===== src/hdl/mp2d_pkg.sv =====
// Package for the 2-D max pooling block: types, constants and float compare.
`default_nettype none
package mp2d_pkg;
    localparam logic [31:0] NEG_FLT_MAX = 32'hFF7F_FFFF;

    typedef enum logic [2:0] {
        REG_IN_WIDTH      = 3'd0,
        REG_IN_HEIGHT     = 3'd1,
        REG_OUT_WIDTH     = 3'd2,
        REG_OUT_HEIGHT    = 3'd3,
        REG_WINDOW_WIDTH  = 3'd4,
        REG_WINDOW_HEIGHT = 3'd5,
        REG_STRIDE_WIDTH  = 3'd6,
        REG_STRIDE_HEIGHT = 3'd7
    } cfg_reg_t;

    // Window scan job handed from the front end to the scanner.
    typedef struct packed {
        logic [15:0] ry;
        logic [15:0] oy;
        logic [11:0] rx;
        logic [7:0]  ox;
    } scan_job_t;

    // IEEE single a > b, false when either is NaN; +0 and -0 compare equal.
    function automatic logic fp_gt(input logic [31:0] a, input logic [31:0] b);
        logic a_nan;
        logic b_nan;
        logic both_zero;
        logic res;
        a_nan = (a[30:23] == 8'hFF) && (a[22:0] != 23'd0);
        b_nan = (b[30:23] == 8'hFF) && (b[22:0] != 23'd0);
        both_zero = (a[30:0] == 31'd0) && (b[30:0] == 31'd0);
        if (a_nan || b_nan || both_zero) begin
            res = 1'b0;
        end else if (a[31] != b[31]) begin
            res = !a[31];
        end else if (!a[31]) begin
            res = a[30:0] > b[30:0];
        end else begin
            res = a[30:0] < b[30:0];
        end
        return res;
    endfunction
endpackage
`default_nettype wire


===== src/hdl/mp2d_scan.sv =====
// Window scanner: walks the line store one entry a cycle and keeps the maximum.
`default_nettype none
module mp2d_scan #(
    parameter int ROW_BITS = 3,
    parameter int COL_BITS = 8
) (
    input  wire logic                          aclk,
    input  wire logic                          aresetn,
    input  wire logic                          start,
    input  wire mp2d_pkg::scan_job_t           job,
    input  wire logic [3:0]                    win_w,
    input  wire logic [3:0]                    win_h,
    output logic                               busy,
    output logic                               rd_en,
    output logic [ROW_BITS+COL_BITS-1:0]       rd_addr,
    input  wire logic [31:0]                   rd_data,
    output logic                               done,
    output logic [31:0]                        best,
    input  wire logic                          done_ack
);
    import mp2d_pkg::*;

    localparam int DEPTH_ROWS = 1 << ROW_BITS;
    localparam int WIDTH_COLS = 1 << COL_BITS;

    logic              busy_reg, busy_next;
    logic              issue_reg, issue_next;   // address phase active
    logic              vld_reg, vld_next;       // data from last read arrives
    logic              done_reg, done_next;
    logic [3:0]        dy_reg, dy_next;
    logic [3:0]        dx_reg, dx_next;
    logic [31:0]       best_reg, best_next;
    scan_job_t         job_reg;
    logic [15:0]       y;
    logic [11:0]       x;

    assign y = job_reg.ry + 16'(dy_reg);
    assign x = job_reg.rx + 12'(dx_reg);
    assign rd_en = issue_reg;
    assign rd_addr = {y[ROW_BITS-1:0], x[COL_BITS-1:0]};
    assign busy = busy_reg;
    assign done = done_reg;
    assign best = best_reg;

    always_comb begin
        busy_next = busy_reg;
        issue_next = issue_reg;
        vld_next = issue_reg;
        done_next = done_reg && !done_ack;
        dy_next = dy_reg;
        dx_next = dx_reg;
        best_next = best_reg;
        if (vld_reg && fp_gt(rd_data, best_reg)) begin
            best_next = rd_data;
        end
        if (start) begin
            busy_next = 1'b1;
            issue_next = 1'b1;
            dy_next = '0;
            dx_next = '0;
            best_next = NEG_FLT_MAX;
        end else if (issue_reg) begin
            if (dx_reg + 4'd1 >= win_w) begin
                dx_next = '0;
                dy_next = dy_reg + 4'd1;
                if (dy_reg + 4'd1 >= win_h) begin
                    issue_next = 1'b0;
                end
            end else begin
                dx_next = dx_reg + 4'd1;
            end
        end else if (busy_reg && !vld_reg) begin
            busy_next = 1'b0;
            done_next = 1'b1;
        end
    end

    always_ff @(posedge aclk) begin
        if (!aresetn) begin
            busy_reg <= 1'b0;
            issue_reg <= 1'b0;
            vld_reg <= 1'b0;
            done_reg <= 1'b0;
        end else begin
            busy_reg <= busy_next;
            issue_reg <= issue_next;
            vld_reg <= vld_next;
            done_reg <= done_next;
        end
        dy_reg <= dy_next;
        dx_reg <= dx_next;
        best_reg <= best_next;
        if (start) begin
            job_reg <= job;
        end
    end

    logic unused_ok;
    assign unused_ok = ^{job_reg.oy, job_reg.ox, DEPTH_ROWS[0], WIDTH_COLS[0]};
endmodule
`default_nettype wire


===== config.mk =====
export PLATFORM = sky130hd
export DESIGN_NAME = mp2d_scan
export DESIGN_NICKNAME = d
export VERILOG_FILES = /design/src/hdl/mp2d_pkg.sv /design/src/hdl/mp2d_scan.sv
export SDC_FILE = /design/constraint.sdc
export NUM_CORES = 1
export LEC_CHECK = 0
export BUFFER_PORTS_ARGS = -buffer_cell sky130_fd_sc_hd__buf_2
export CORE_UTILIZATION = 40
export CTS_CLUSTER_SIZE = 10
export DETAILED_ROUTE_END_ITERATION = 8
export PLACE_DENSITY = 0.65
export SLEW_MARGIN = 20
export SYNTH_ARGS = -nofsm -noshare
export SYNTH_HDL_FRONTEND = slang
export SYNTH_SLANG_ARGS = --single-unit

===== constraint.sdc =====
create_clock -name aclk -period 6.61 [get_ports aclk]
set_input_delay 1.322 -clock aclk [delete_from_list [all_inputs] [get_ports aclk]]
set_output_delay 1.322 -clock aclk [all_outputs]
set_load 0.02 [all_outputs]

==> out/metrics.cfg, run 1 <==
[setup_path]
worstPathMaxFanout=6
slowest_stage=dfxtp_1
r2r-start=best[4]
cp_top_family=adder cells
worstPathRequired_ns=5.29
path_cells=ha_1 > inv_1 > fa_1 > nor2b_1 > o21ai_0 > nand2b_1 > nand3_1 > xnor2_1 > buf_2
cp.arrival_ns=2.20
crit_path_start_kind=flip-flop
critical-path-max-stage-delay_ns=0.47
critPathLaunch=dx_reg[0]
worst-path-buf-inv=2
worstSetupEndpointType=output port
critPathKind=flip-flop to output port

[run]
max_cap_viol_count=0

[power]
leakagePower_nw=2.32
irDropWorstVdd_v=0.0000697
power_uw=742
p_per_area_nw_per_um2=175

[finish]
drive_above_1_share_pct=23.7
final_common_cell=buf_2
nets=640
layout_common_cells=buf_2, nor2_1, inv_1, ha_1, dfxtp_1
largest_reg_flops=32
fin_cells=605
antennaDiodeCount=0
syn_to_final_growth_pct=16.1

[sta]
final.setup.tns_ns=0
fmax_mhz=284
setup_viol=0
clock_skew_ns=0.00573
period_share_pct=53.3
slew_viol_final=0
period_needed_ns=3.52
tightestPinTransition_ns=0.827
relSlewSlack_pct=44.9
hold_viol=0
rsz0062_at_grt=false
holdWs_ns=0.533

[clock_tree]
clock_latency_ns=0.31
clock_path_buffers=2
cts_resized=0
cts_setup_buffers=0
cts_hold_buf=0
cts-htree-levels=2
cts-root-buf=clkbuf_8
clkTransAtPathRegs_ns=0.10
cts.sinks=55
cts_tree=yes
cts_buffers=5

[logic_synthesis]
synthTopCellsByArea=dfxtp_1, ha_1, edfxtp_1
netlist.top_cell.by_area=dfxtp_1
ys.flop_type=dfxtp_1
ys_warn_count=0
ys_seq_area_share_pct=33.1
netlist_area_sq_um=3660
synth_cell_type_count=45
syn_avg_cell_area_sq_um=9.12
synth_edf_count=11
synth-seq-cells=55
ys_async_sr_fraction_pct=0
synth_fp_nets=545
synth_top_area_share_pct=24.1
postSynthCellCount=401

[global_routing]
grtUsageTotal_pct=16.8
grt_pass1_vias=2895
antenna_found_initial=0
globalRouteOverflowTotal=0
grt_max_degree=83
grt_pass1_wl_um=13200

[routing]
wire_per_inst_um=12.9
routed_via_density=4.97
route.detailed.drc=18
vias=3005
ant_nets=0
drt_iter0_drc=94
dr.pass1.iters=6
finalWirelength_um=7790

[floorplan]
die_h_um=97.6
num_rows=34
ios=142
dieArea_sq_um=9530
start_util_pct=41.5
fp.dieW_um=97.6
core_area_sq_um=8810

[status]
status=finished with violations
failed_checks=DRC

[placement]
dp.cells=597
gp_congestion=0.841
dp_hpwl_um=6060
place.port_buffers=100

[worst_hold_path]
worstHoldStart=best[31]
hold_class=flip-flop to flip-flop

==> where the power goes <==
part | internal (mW) | total (mW) | switching (mW)
sequential | 0.361 | 0.380 | 0.0188
clock | 0.0741 | 0.190 | 0.116
combinational | 0.0730 | 0.172 | 0.0992
==> final cells by class <==
type / instances / area, sq um
tap: 108 / 135
fill: 876 / 4560
clock inverter: 3 / 20.0
timing repair buffer: 101 / 508
multi-input combinational: 287 / 2130
clock buffer: 5 / 68.8
sequential: 55 / 1210
inverter: 46 / 173
==> worst paths after layout <==
check,cells past startpoint,end,slack (ns)
worst max-delay path,9,rd_addr[6],3.09
worst min-delay path,1,best[31],0.53
worst max register to register,9,best[24],3.93
worst min register to register,1,best[31],0.53
==> routing by layer <==
| layer | wire length, um | GRT usage (%) | vias up |
|---|---|---|---|
| li1 | - | - | 1565 |
| met1 | 3550 | 20.2 | 1360 |
| met2 | 3820 | 30.4 | 72 |
| met3 | 319 | 2.23 | 8 |
| met4 | 95 | 5.59 | 0 |
| met5 | 0 | 0 | - |
==> cell usage after synthesis, drive strengths merged, types with 2 or more instances <==
cell          n
xor2          6
a21o          8
nor2b         4
nor2         74
a21oi        16
edfxtp       11
or2b          2
or3           3
nand2b        3
dfxtp        44
o21ai         6
or2           2
xnor2        12
inv          46
buf           6
nand4        14
mux2i        33
nand2        11
nand3         6
ha           46
dlygate4sd3   5
nor3          4
nor4         15
fa            2
o21a          6
clkbuf        2
==> per-stage QoR <==
stage               util [%]  area (sq um)  setup WS [ns]
CTS                     48.1          4240           2.88
floorplan                  -          3660           3.42
detailed placement      47.1          4150           2.57
global route            48.2          4250           2.87
global placement        47.1          4150           2.65
finish                  48.2          4250           3.09
==> cells by family (layout without fill, tap and decap cells) <==
| family | Yosys count | in the layout | share of synthesized area (%) |
|---|---|---|---|
| adders and majority gates | 48 | 48 | 16.8 |
| buffers and inverters | 59 | 155 | 8.86 |
| AOI/OAI and AO/OA | 44 | 44 | 8.00 |
| xor gates and xnor gates | 18 | 18 | 4.31 |
| DFF | 55 | 55 | 33.1 |
| and+or+nand+nor | 144 | 144 | 19.9 |
| muxes | 33 | 33 | 9.03 |
Power figures use the tool's default switching activity.
==> run 2: changes to the inputs <==
clock period = 3.6 ns   (was 6.61 ns; I/O delays follow)
==> run 2 against run 1 <==
  * The flow still finishes with violations (DRC)
  * Non-clock buffer count grew 2
  * Hold slack worse by 0.010 ns
  * Combinational power increased by 84%
  * Routed wire length rose by 1.2%
  * Register-to-register slack worse by 2.9 ns
  * Via count rose by 1.0%
  * Clock-buffer cell count unchanged
  * Worst setup slack lost 2.4 ns
  * Clock power increased by 120%
  * Final area increased by 0.71%
  * Die area did not move
  * Global-route usage hardly changed
  * Critical path type unchanged
  * Largest cell class unchanged
  * Largest power group unchanged
==> out/metrics.cfg, run 2 (same netlist as run 1, synthesis figures left out) <==
[setup_path]
worstPathRequired_ns=2.88  ; -2.41 ns
r2r-start=best[24]
r2r_cells=9  ; unchanged
critPathKind=flip-flop to output port
worstPathMaxFanout=6  ; unchanged
cp.arrival_ns=2.20  ; about the same
crit_path_start_kind=flip-flop
ff2ff_setup_slack_ns=1.04  ; -2.89 ns
r2r_end=best[4]
worstSetupEndpointType=output port

[sta]
hold_viol=0  ; unchanged
relSlewSlack_pct=58.6  ; +14 points
period_share_pct=81.2
period_needed_ns=2.92
fmax_mhz=342
final.setup.tns_ns=0  ; unchanged
clock_skew_ns=0.0113  ; +0.00556 ns
setup_viol=0  ; unchanged
tightestPinTransition_ns=0.621  ; -0.206 ns
rsz0062_at_grt=false
slew_viol_final=0  ; unchanged

[floorplan]
num_rows=34  ; unchanged
start_util_pct=41.5  ; unchanged
fp.dieW_um=97.6  ; unchanged
ios=142  ; unchanged
dieArea_sq_um=9530  ; unchanged
core_area_sq_um=8810  ; unchanged
die_h_um=97.6  ; unchanged

[global_routing]
globalRouteOverflowTotal=0  ; unchanged
grtUsageTotal_pct=16.8  ; +0.041 points
grt_pass1_wl_um=13100  ; -1.0%
grt_max_degree=52  ; -37%
grt_pass1_vias=2873  ; -0.76%
antenna_found_initial=0  ; unchanged

[power]
irDropWorstVdd_v=0.000165  ; +140%
p_sw_share_pct=30.2  ; -1.3 points
leakagePower_nw=2.35  ; +1.0%
intPower_mw=1.01  ; +98%
p_seq_share_pct=48.4  ; -2.8 points
p_per_area_nw_per_um2=337  ; +93%
power_mw=1.44  ; +94%
p_clk_share_pct=29.6  ; +4.0 points
p_comb_share_pct=22.0  ; -1.2 points
switchingPower_uw=435  ; +86%

[clock_tree]
cts_tree=yes
cts_hold_buf=0  ; unchanged
clock_path_buffers=2  ; unchanged
cts_resized=0  ; unchanged
cts-htree-levels=2  ; unchanged
clkTransAtPathRegs_ns=0.11  ; about the same
cts-root-buf=clkbuf_8
cts_setup_buffers=0  ; unchanged
clock_latency_ns=0.32  ; about the same
cts_buffers=5  ; unchanged
cts.sinks=55  ; unchanged

[routing]
finalWirelength_um=7880  ; +1.2%
wire_per_inst_um=13.0  ; +0.83%
ant_nets=0  ; unchanged
route.detailed.drc=18  ; unchanged
routed_via_density=5.00  ; +0.70%
dr.pass1.iters=6  ; unchanged
drt_iter0_drc=101  ; +7.4%
vias=3036  ; +1.0%

[finish]
layout.area.seq_sq_um=1210  ; unchanged
nets=642  ; +0.31%
largest_reg_flops=32  ; unchanged
antennaDiodeCount=0  ; unchanged
multi_input_area_sq_um=2120  ; -0.41%
layout_common_cells=buf_2, nor2_1, inv_1, ha_1, dfxtp_1
final.fill_count=839  ; -4.2%
fin_area_sq_um=4280  ; +0.71%
syn_to_final_growth_pct=16.9
final_common_cell=buf_2
fin_cells=607  ; +0.33%
drive_above_1_share_pct=24.0  ; +0.31 points

[worst_hold_path]
worstHoldStart=best[31]
min_to=best[31]
min_path_cells=1  ; unchanged
hold_class=flip-flop to flip-flop

[run]
max_cap_viol_count=0  ; unchanged

[placement]
place.port_buffers=100  ; unchanged
dp.cells=599  ; +0.34%
dpl-instance-area_sq_um=4170  ; +0.36%
gp_congestion=0.864  ; +2.7%
dp_hpwl_um=6170  ; +2.0%

[status]
status=finished with violations
failed_checks=DRC

[run 2: cell count changes in the layout (fill, tap and decap cells not counted)]
cell        before  now
a31o_2           0    1
clkinvlp_4       2    0
clkinv_4         0    1
bufinv_16        0    1
a31o_4           1    0
buf_4            1    3
[run 2: metal layers]
metal / up-vias / GRT usage (%) / share of wire [%]
met1: 1373 / 20.3 / 45
met5: - / 0 / 0
li1: 1565 / - / -
met2: 82 / 30.1 / 48
met3: 16 / 1.80 / 4.0
met4: 0 / 7.11 / 2.6
[run 2: worst max-delay path by stage]
stage,slack (ns),endpoint,from
finish,0.68,rd_addr[6],dx_reg[0]
global route,0.44,rd_addr[6],dx_reg[0]
CTS,0.63,rd_addr[6],dx_reg[0]
detailed placement,0.67,best[10],rd_data[30]
global placement,0.69,best[21],rd_data[30]
floorplan,1.01,best[1],rd_data[30]
[run 2: metrics by stage]
step | util [%] | hold WS, ns | setup WS, ns
final | 48.6 | 0.523 | 0.678
after detailed placement | 47.3 | 0.493 | 0.672
after CTS | 48.6 | 0.520 | 0.634
after global placement | 47.3 | 0.482 | 0.695
after floorplan | - | 0.505 | 1.01
after global routing | 48.6 | 0.551 | 0.441
[run 2: cell type report]
cell class,count,area share (%)
multi-input cells,287,49.6
repair buffers,103,12.2
clock buffers,5,1.61
well taps,108,3.16
inverters,46,4.04
flip-flops and latches,55,28.3
clock inverters,3,1.02
[run 2: worst max-delay path, stage by stage (launching register included)]
cell      delay, ns
dfxtp_1        0.48
ha_1           0.22
inv_1          0.06
fa_1           0.39
nor2b_1        0.12
o21ai_0        0.08
nand2b_1       0.12
nand3_1        0.10
xnor2_1        0.14
buf_2          0.18
[run 2: power groups by stage]
stage / Sequential [mW] / Combinational (mW) / Clock [mW]
final: 0.698 / 0.317 / 0.426
after global routing: 0.704 / 0.353 / 0.465
after CTS: 0.698 / 0.321 / 0.440
after detailed placement: 0.712 / 0.319 / 0
after global placement: 0.710 / 0.309 / 0
after floorplan: 0.727 / 0.200 / 0
